<file path="config.mk">
export PLATFORM = sky130hd
export DESIGN_NAME = telnet_stream_parser_top
export DESIGN_NICKNAME = d
export VERILOG_FILES = /design/src/rtl/tsp_pkg.sv /design/src/rtl/tsp_parser.sv /design/src/rtl/tsp_out_fifo.sv /design/src/rtl/telnet_stream_parser_top.sv
export SDC_FILE = /design/constraint.sdc
export NUM_CORES = 1
export LEC_CHECK = 0
export ABC_AREA = 1
export CORE_MARGIN = 4
export CORE_UTILIZATION = 62
export CTS_CLUSTER_SIZE = 40
export DETAILED_ROUTE_END_ITERATION = 8
export DONT_BUFFER_PORTS = 1
export PLACE_DENSITY = 0.86
export SLEW_MARGIN = 20
export SYNTH_ARGS = -nofsm -noshare
export SYNTH_HDL_FRONTEND = slang
export SYNTH_SLANG_ARGS = --single-unit
</file>
<file path="constraint.sdc">
create_clock -name clk -period 4.7 [get_ports clk]
set_input_delay 0.94 -clock clk [delete_from_list [all_inputs] [get_ports clk]]
set_output_delay 0.94 -clock clk [all_outputs]
set_load 0.1 [all_outputs]
</file>
<file path="src/rtl/tsp_pkg.sv">
`timescale 1ns / 1ps

package tsp_pkg;

  // telnet command and option codes
  localparam logic [7:0] CMD_IAC         = 8'd255;
  localparam logic [7:0] CMD_SB          = 8'd250;
  localparam logic [7:0] CMD_SE          = 8'd240;
  localparam logic [7:0] CMD_GA          = 8'd249;
  localparam logic [7:0] OPT_EXT_OPTIONS = 8'd255;
  localparam logic [7:0] OPT_WIN_SIZE    = 8'd31;

  localparam int SbXoptBeginBytes = 3;
  localparam int SbBeginBytes     = 4;

  // header bytes skipped after the option byte
  localparam logic [2:0] HDR_SKIP_XOPT  = 3'(SbXoptBeginBytes - 3);
  localparam logic [2:0] HDR_SKIP_PLAIN = 3'(SbBeginBytes - 3);

  // result kinds
  localparam logic [2:0] KIND_TEXT    = 3'd0;
  localparam logic [2:0] KIND_CMD     = 3'd1;
  localparam logic [2:0] KIND_GA      = 3'd2;
  localparam logic [2:0] KIND_SUBDATA = 3'd3;
  localparam logic [2:0] KIND_SUBEND  = 3'd4;

  // result queue
  localparam int FIFO_DEPTH = 4;
  localparam int PTR_W      = $clog2(FIFO_DEPTH);
  localparam int CNT_W      = $clog2(FIFO_DEPTH + 1);

  typedef struct packed {
    logic [2:0] kind;
    logic [7:0] value;
    logic [7:0] verb;
    logic [7:0] option;
  } res_t;

  // results of one parsed byte, first result in r0
  typedef struct packed {
    logic r0_valid;
    logic r1_valid;
    res_t r0;
    res_t r1;
  } push_t;

  function automatic res_t mk_res(logic [2:0] kind, logic [7:0] value,
                                  logic [7:0] verb, logic [7:0] option);
    res_t r;
    r.kind   = kind;
    r.value  = value;
    r.verb   = verb;
    r.option = option;
    return r;
  endfunction

endpackage

</file>
<file path="src/rtl/tsp_parser.sv">
`timescale 1ns / 1ps

module tsp_parser (
  input  logic           clk,
  input  logic           rst,
  input  logic [7:0]     rx_byte,
  input  logic           in_valid,
  output logic           in_ready,
  input  logic           space_ok,
  output tsp_pkg::push_t push
);

  typedef enum logic [5:0] {
    S_TEXT   = 6'b000001,
    S_IAC    = 6'b000010,
    S_CMD    = 6'b000100,
    S_SBOPT  = 6'b001000,
    S_SBHDR  = 6'b010000,
    S_SBDATA = 6'b100000
  } mode_t;

  // input register
  logic       in_full;
  logic [7:0] in_byte;
  logic       fire;

  mode_t      mode, mode_next;
  logic [7:0] held_verb, held_verb_next;
  logic [7:0] sub_option, sub_option_next;
  logic [2:0] header_count, header_count_next;
  logic [7:0] win0, win0_next;
  logic [7:0] win1, win1_next;
  logic [1:0] window_fill, window_fill_next;
  logic [7:0] inner_verb, inner_verb_next;
  logic [7:0] inner_option, inner_option_next;
  logic [1:0] inner_count, inner_count_next;
  logic       prev_iac, prev_iac_next;

  assign fire     = in_full && space_ok;
  assign in_ready = !in_full || fire;

  always_ff @(posedge clk) begin
    if (rst) begin
      in_full <= 1'b0;
    end else if (in_valid && in_ready) begin
      in_full <= 1'b1;
    end else if (fire) begin
      in_full <= 1'b0;
    end
    if (in_valid && in_ready) begin
      in_byte <= rx_byte;
    end
  end

  always_comb begin
    logic       se_end;
    logic       ext;
    logic [7:0] old;
    logic [2:0] hc;
    mode_next         = mode;
    held_verb_next    = held_verb;
    sub_option_next   = sub_option;
    header_count_next = header_count;
    win0_next         = win0;
    win1_next         = win1;
    window_fill_next  = window_fill;
    inner_verb_next   = inner_verb;
    inner_option_next = inner_option;
    inner_count_next  = inner_count;
    prev_iac_next     = prev_iac;
    push              = '0;
    se_end = (in_byte == tsp_pkg::CMD_SE) && prev_iac;
    ext    = (sub_option == tsp_pkg::OPT_EXT_OPTIONS);
    old    = win0;
    hc     = 3'd0;

    case (mode)
      S_IAC: begin
        if (in_byte == tsp_pkg::CMD_IAC) begin
          push.r0_valid = 1'b1;
          push.r0 = tsp_pkg::mk_res(tsp_pkg::KIND_TEXT, in_byte, 8'd0, 8'd0);
          mode_next = S_TEXT;
        end else if (in_byte == tsp_pkg::CMD_SB) begin
          sub_option_next   = 8'd0;
          header_count_next = 3'd0;
          win0_next         = 8'd0;
          win1_next         = 8'd0;
          window_fill_next  = 2'd0;
          inner_verb_next   = 8'd0;
          inner_option_next = 8'd0;
          inner_count_next  = 2'd0;
          prev_iac_next     = 1'b0;
          mode_next         = S_SBOPT;
        end else if (in_byte == tsp_pkg::CMD_GA) begin
          push.r0_valid = 1'b1;
          push.r0 = tsp_pkg::mk_res(tsp_pkg::KIND_GA, 8'd0, 8'd0, 8'd0);
          mode_next = S_TEXT;
        end else begin
          held_verb_next = in_byte;
          mode_next      = S_CMD;
        end
      end
      S_CMD: begin
        push.r0_valid = 1'b1;
        push.r0 = tsp_pkg::mk_res(tsp_pkg::KIND_CMD, 8'd0, held_verb, in_byte);
        held_verb_next = 8'd0;
        mode_next      = S_TEXT;
      end
      S_SBOPT: begin
        sub_option_next = in_byte;
        if (in_byte == tsp_pkg::OPT_EXT_OPTIONS || in_byte == tsp_pkg::OPT_WIN_SIZE) begin
          hc = tsp_pkg::HDR_SKIP_XOPT;
        end else begin
          hc = tsp_pkg::HDR_SKIP_PLAIN;
        end
        header_count_next = hc;
        mode_next     = (hc != 3'd0) ? S_SBHDR : S_SBDATA;
        prev_iac_next = (in_byte == tsp_pkg::CMD_IAC);
      end
      S_SBHDR, S_SBDATA: begin
        if (se_end) begin
          // closing IAC SE: flush the byte before the IAC and end the run
          if (ext) begin
            if (inner_count == 2'd1 && window_fill[1]) begin
              push.r0_valid = 1'b1;
              if (inner_verb == tsp_pkg::CMD_SB) begin
                push.r0 = tsp_pkg::mk_res(tsp_pkg::KIND_SUBEND, 8'd0, 8'd0, old);
              end else begin
                push.r0 = tsp_pkg::mk_res(tsp_pkg::KIND_CMD, 8'd0, inner_verb, old);
              end
            end else if (inner_count[1]) begin
              push.r0_valid = 1'b1;
              if (inner_verb == tsp_pkg::CMD_SB) begin
                push.r0 = tsp_pkg::mk_res(tsp_pkg::KIND_SUBEND, 8'd0, 8'd0,
                                          inner_option);
              end else begin
                push.r0 = tsp_pkg::mk_res(tsp_pkg::KIND_CMD, 8'd0, inner_verb,
                                          inner_option);
              end
            end
          end else begin
            push.r0_valid = 1'b1;
            if (window_fill[1]) begin
              push.r1_valid = 1'b1;
              push.r0 = tsp_pkg::mk_res(tsp_pkg::KIND_SUBDATA, old, 8'd0, sub_option);
              push.r1 = tsp_pkg::mk_res(tsp_pkg::KIND_SUBEND, 8'd0, 8'd0, sub_option);
            end else begin
              push.r0 = tsp_pkg::mk_res(tsp_pkg::KIND_SUBEND, 8'd0, 8'd0, sub_option);
            end
          end
          sub_option_next   = 8'd0;
          header_count_next = 3'd0;
          win0_next         = 8'd0;
          win1_next         = 8'd0;
          window_fill_next  = 2'd0;
          inner_verb_next   = 8'd0;
          inner_option_next = 8'd0;
          inner_count_next  = 2'd0;
          prev_iac_next     = 1'b0;
          mode_next         = S_TEXT;
        end else begin
          prev_iac_next = (in_byte == tsp_pkg::CMD_IAC);
          if (mode == S_SBHDR) begin
            header_count_next = header_count - 3'd1;
            if (header_count_next == 3'd0) begin
              mode_next = S_SBDATA;
            end
          end else if (window_fill[1]) begin
            // window full: shift and release the oldest byte
            win0_next = win1;
            win1_next = in_byte;
            if (ext) begin
              if (inner_count == 2'd0) begin
                inner_verb_next  = old;
                inner_count_next = 2'd1;
              end else if (inner_count == 2'd1) begin
                inner_option_next = old;
                inner_count_next  = 2'd2;
              end else if (inner_verb == tsp_pkg::CMD_SB) begin
                push.r0_valid = 1'b1;
                push.r0 = tsp_pkg::mk_res(tsp_pkg::KIND_SUBDATA, old, 8'd0,
                                          inner_option);
              end
            end else begin
              push.r0_valid = 1'b1;
              push.r0 = tsp_pkg::mk_res(tsp_pkg::KIND_SUBDATA, old, 8'd0, sub_option);
            end
          end else begin
            if (window_fill[0]) begin
              win1_next = in_byte;
            end else begin
              win0_next = in_byte;
            end
            window_fill_next = window_fill + 2'd1;
          end
        end
      end
      default: begin
        if (in_byte == tsp_pkg::CMD_IAC) begin
          mode_next = S_IAC;
        end else begin
          push.r0_valid = 1'b1;
          push.r0 = tsp_pkg::mk_res(tsp_pkg::KIND_TEXT, in_byte, 8'd0, 8'd0);
          mode_next = S_TEXT;
        end
      end
    endcase

    if (!fire) begin
      push = '0;
    end
  end

  always_ff @(posedge clk) begin
    if (rst) begin
      mode         <= S_TEXT;
      held_verb    <= 8'd0;
      sub_option   <= 8'd0;
      header_count <= 3'd0;
      win0         <= 8'd0;
      win1         <= 8'd0;
      window_fill  <= 2'd0;
      inner_verb   <= 8'd0;
      inner_option <= 8'd0;
      inner_count  <= 2'd0;
      prev_iac     <= 1'b0;
    end else if (fire) begin
      mode         <= mode_next;
      held_verb    <= held_verb_next;
      sub_option   <= sub_option_next;
      header_count <= header_count_next;
      win0         <= win0_next;
      win1         <= win1_next;
      window_fill  <= window_fill_next;
      inner_verb   <= inner_verb_next;
      inner_option <= inner_option_next;
      inner_count  <= inner_count_next;
      prev_iac     <= prev_iac_next;
    end
  end

endmodule

</file>
<file path="src/rtl/tsp_out_fifo.sv">
`timescale 1ns / 1ps

module tsp_out_fifo (
  input  logic                clk,
  input  logic                rst,
  input  tsp_pkg::push_t      push,
  output logic                space_ok,
  output logic                out_valid,
  input  logic                out_ready,
  output tsp_pkg::res_t       head
);

  tsp_pkg::res_t mem [tsp_pkg::FIFO_DEPTH];

  logic [tsp_pkg::PTR_W-1:0] wr_ptr, rd_ptr;
  logic [tsp_pkg::CNT_W-1:0] count, count_next;
  logic                      pop;
  logic [tsp_pkg::CNT_W-1:0] push_n;

  assign pop       = out_valid && out_ready;
  assign out_valid = (count != '0);
  assign space_ok  = (count <= tsp_pkg::CNT_W'(tsp_pkg::FIFO_DEPTH - 2));
  assign push_n    = tsp_pkg::CNT_W'(push.r0_valid) + tsp_pkg::CNT_W'(push.r1_valid);
  assign count_next = count + push_n - tsp_pkg::CNT_W'(pop);
  assign head      = mem[rd_ptr];

  always_ff @(posedge clk) begin
    if (push.r0_valid) begin
      mem[wr_ptr] <= push.r0;
    end
    if (push.r1_valid) begin
      mem[wr_ptr + tsp_pkg::PTR_W'(1)] <= push.r1;
    end
  end

  always_ff @(posedge clk) begin
    if (rst) begin
      wr_ptr <= '0;
      rd_ptr <= '0;
      count  <= '0;
    end else begin
      wr_ptr <= wr_ptr + tsp_pkg::PTR_W'(push_n);
      if (pop) begin
        rd_ptr <= rd_ptr + tsp_pkg::PTR_W'(1);
      end
      count <= count_next;
    end
  end

endmodule

</file>
<file path="src/rtl/telnet_stream_parser_top.sv">
`timescale 1ns / 1ps
// telnet receive parser: one received byte per transfer on the input channel
// (rx_byte, in_valid, in_ready), zero to two results per byte on the output
// channel (kind, value, verb, option, out_valid, out_ready)
// text bytes, doubled IAC, go-ahead, commands and subnegotiation data/end
// markers come out in stream order
// path: an accepted byte waits in the input register until the result queue
// has room, is parsed from there, and its first result is written into the
// result queue, from whose head it is presented on the output
// throughput: one byte per cycle while the result queue has two free slots; a
// byte that gives two results needs two output transfers, so the four-entry
// result queue absorbs short bursts and then throttles in_ready
// reset (rst, synchronous): parser back in text mode, subnegotiation state
// cleared, input register and result queue emptied
// receiver stall: results wait in the queue; the parse stage only advances
// when two free queue slots exist, and the input register holds one more
// byte before in_ready drops
module telnet_stream_parser_top (
  input  logic       clk,
  input  logic       rst,
  input  logic [7:0] rx_byte,
  input  logic       in_valid,
  output logic       in_ready,
  output logic [2:0] kind,
  output logic [7:0] value,
  output logic [7:0] verb,
  output logic [7:0] option,
  output logic       out_valid,
  input  logic       out_ready
);

  tsp_pkg::push_t push;
  tsp_pkg::res_t  head;
  logic           space_ok;

  // input register plus state machine, writes results into the queue
  tsp_parser u_parser (
    .clk      (clk),
    .rst      (rst),
    .rx_byte  (rx_byte),
    .in_valid (in_valid),
    .in_ready (in_ready),
    .space_ok (space_ok),
    .push     (push)
  );

  // result queue decouples the output handshake from the parser
  tsp_out_fifo u_fifo (
    .clk       (clk),
    .rst       (rst),
    .push      (push),
    .space_ok  (space_ok),
    .out_valid (out_valid),
    .out_ready (out_ready),
    .head      (head)
  );

  assign kind   = head.kind;
  assign value  = head.value;
  assign verb   = head.verb;
  assign option = head.option;

endmodule
</file>
==> flow_metrics.py <==
metrics = {
    "sta": {
        "clock.fmax_mhz": 270,
        "hold_viol_final": 0,
        "worstMarginPinSlew_ns": 1.06,
        "setup_violations": 0,
        "rsz0062_at_grt": "no",
        "setup-tns-final_ns": 0,
        "post-route-period-util_pct": 78.9,
        "fin_worst_skew_ns": 0.0110,
        "maxSlewHeadroom_pct": 29.3,
        "slew_violations": 0,
        "finalCriticalPeriod_ns": 3.71,
    },
    "clock_tree": {
        "cts.repair.resized": 0,
        "clock-sinks": 188,
        "root_buffer": "clkbuf_16",
        "cts_tree": "built",
        "cts_hold_buf": 0,
        "htreeDepth": 4,
        "clock_path_buffers": 2,
        "clk_pin_slew_worst_paths_ns": 0.07,
        "cts_setup_buffers": 0,
        "numCtsBuffers": 17,
        "clkLatencyLatePin_ns": 0.44,
    },
    "global_routing": {
        "grt-ovfl-total": 0,
        "grt_pass1_wl_mm": 45.3,
        "grt_pass1_vias": 8538,
        "grt_max_degree": 56,
        "antenna_found_initial": 0,
        "grt_usage_pct": 32.4,
    },
    "final_layout": {
        "area_growth_pct": 9.44,
        "most-common-layout-cells": "419 x nand2_1, 186 x nor2_1, 145 x nand3_1",
        "nets": 1387,
        "multiInputGateArea_um2": 4830,
        "layout_commonest_cell": "nand2_1",
        "fillers": 1285,
        "diodes": 0,
        "layout-drive-gt1-share_pct": 9.13,
        "register_area_um2": 4200,
    },
    "critical_path": {
        "reg2reg_from": "u_parser.mode[0]",
        "critPathRequiredTime_ns": 5.06,
        "critPathMaxFanout": 12,
        "endpoint_kind": "flop",
        "critPathLaunchType": "flop",
        "crit_type": "reg -> reg",
        "r2r_cells": 16,
        "cp.arrival_ns": 4.07,
        "reg2reg_slack_ns": 0.99,
        "r2r-end": "u_fifo.count[2]",
    },
    "synth": {
        "ys_seq_area_share_pct": 44.0,
        "synth-edff-count": 44,
        "synth_cells": 1380,
        "yosysUniqueCellTypes": 36,
        "synth-main-ff-cell": "dfxtp_1",
        "ys.warnings.count": 0,
        "avgSynthCellArea_um2": 6.92,
        "synthesis.area_um2": 9550,
        "syn-num-nets": 1400,
        "ys_ff_latch": 188,
        "async_reset_ff_share_pct": 0,
    },
    "routing": {
        "viasPerCell": 6.05,
        "wl_per_cell_um": 18.5,
        "drc": 0,
        "drtIter0Drc": 1398,
        "routed_wl_mm": 28.9,
        "dr.pass1.iters": 8,
        "via_count": 9491,
        "final_antenna_net_count": 0,
    },
    "placement": {
        "port_buffers": 0,
        "gp_congestion": 1.03,
        "hpwl_mm": 19.8,
    },
    "pwr": {
        "power.total_mw": 5.22,
        "power.leakage_nw": 4.38,
        "peakVddDrop_mv": 0.271,
        "power_density_nw_per_um2": 500,
    },
    "worst_hold_path": {
        "hold_path.class": "reg -> reg",
        "min_path_cells": 2,
        "min_to": "u_fifo.mem[2][21]",
        "holdCritStartpoint": "u_fifo.mem[2][21]",
    },
    "die": {
        "coreArea_um2": 15100,
        "chipHeight_um": 132,
        "io_pins": 41,
        "rows": 45,
        "dieArea_um2": 17400,
        "start_util_pct": 63.0,
        "die_w_um": 132,
    },
    "run_status": {
        "status": "complete, no violations",
    },
    "flow_run": {
        "maxCapViolations": 0,
    },
}
-- synth_stat cells (7+ instances only) --
master / instances / area [um2]
a21oi_1: 63 / 315
buf_2: 22 / 110
buf_4: 11 / 82.6
clkbuf_1: 29 / 109
dfxtp_1: 144 / 2880
edfxtp_1: 44 / 1320
ha_1: 7 / 87.6
inv_1: 82 / 308
inv_2: 8 / 30.0
nand2_1: 419 / 1570
nand3_1: 145 / 726
nand4_1: 17 / 106
nor2_1: 187 / 702
o21ai_0: 131 / 656
o22ai_1: 27 / 169
-- worst max-delay path: stages (launching register included) --
cell and delay (ns):
dfxtp_1 0.35, nor2_1 0.11, nand3_1 0.42, nand2_1 0.18, nor2_1 0.69, nor2_1 0.11
nand2_1 0.21, nand2_1 0.08, inv_1 0.06, ha_1 0.18, inv_1 0.05, ha_1 0.27
inv_1 0.05, fa_1 0.43, xor2_1 0.20, o21ai_0 0.10, a21oi_1 0.15
-- registers in the layout (all words and copies together), names as in the netlist, named ones only --
name                   count
u_fifo.mem               108
u_parser.inner_verb        8
u_parser.inner_option      8
u_parser.held_verb         8
u_fifo.count               3
u_parser.inner_count       2
u_parser.header_count      3
u_parser.in_full           1
u_parser.sub_option        8
u_parser.win0              8
u_fifo.rd_ptr              2
u_parser.in_byte           8
u_parser.mode              6
u_parser.prev_iac          1
u_parser.window_fill       2
u_fifo.wr_ptr              2
u_parser.win1              8
-- per-layer routing --
layer / share of wire, % / wire length [um] / global-route usage, %
met1: 40 / 11700 / 44.5
met2: 46 / 13400 / 51.2
met3: 9.4 / 2710 / 4.58
met4: 4.0 / 1150 / 14.2
met5: 0 / 0 / 0
-- final cells by class --
class	count	area share [%]
clock buffer	19	4.24
sequential	188	40.2
inverter	91	3.27
multi-input combinational	1033	46.2
clock inverter	13	1.22
timing repair buffer	36	2.59
tap	188	2.25
-- stage by stage --
step                      setup slack [ns]  hold WS, ns  instances  utilization (%)  instance area [um2]
after floorplan                       1.34        0.436       1380                -                 9550
after global placement                1.33        0.449       1536             65.2                 9880
after CTS                             1.06        0.464       1568             69.0                10400
after detailed placement              1.13        0.454       1536             65.2                 9880
final                                0.994        0.465       1568             69.0                10400
after global routing                 0.714        0.482       1568             69.0                10400
-- worst max path at each step --
| stage | startpoint | endpoint | slack (ns) | cells past startpoint |
|---|---|---|---|---|
| 4_1_cts | u_parser.mode[0] | u_fifo.count[2] | 1.06 | 16 |
| 3_3_place_gp | u_parser.window_fill[1] | u_fifo.count[2] | 1.33 | 16 |
| 2_1_floorplan | flop | value[4] | 1.34 | 5 |
| 3_5_place_dp | u_parser.mode[0] | u_fifo.count[2] | 1.13 | 16 |
| 5_1_grt | u_parser.mode[0] | u_fifo.count[2] | 0.71 | 16 |
| 6_report | u_parser.mode[0] | u_fifo.count[2] | 0.99 | 16 |
-- kinds of logic after synthesis --
kind of cell               count (synthesis)  synth area share, %
xor gates and xnor gates                   3                0.275
and+or+nand+nor                          790                 34.5
AOI/OAI and AO/OA                        232                 12.9
adders and majority gates                  8                 1.13
buffers and inverters                    159                 7.21
DFF                                      188                 44.0
-- where the power goes --
part | switching (mW) | internal [mW]
clock | 0.685 | 0.717
combinational | 1.54 | 0.415
sequential | 0.0808 | 1.78
No activity file was read; power rests on OpenSTA's default activity.
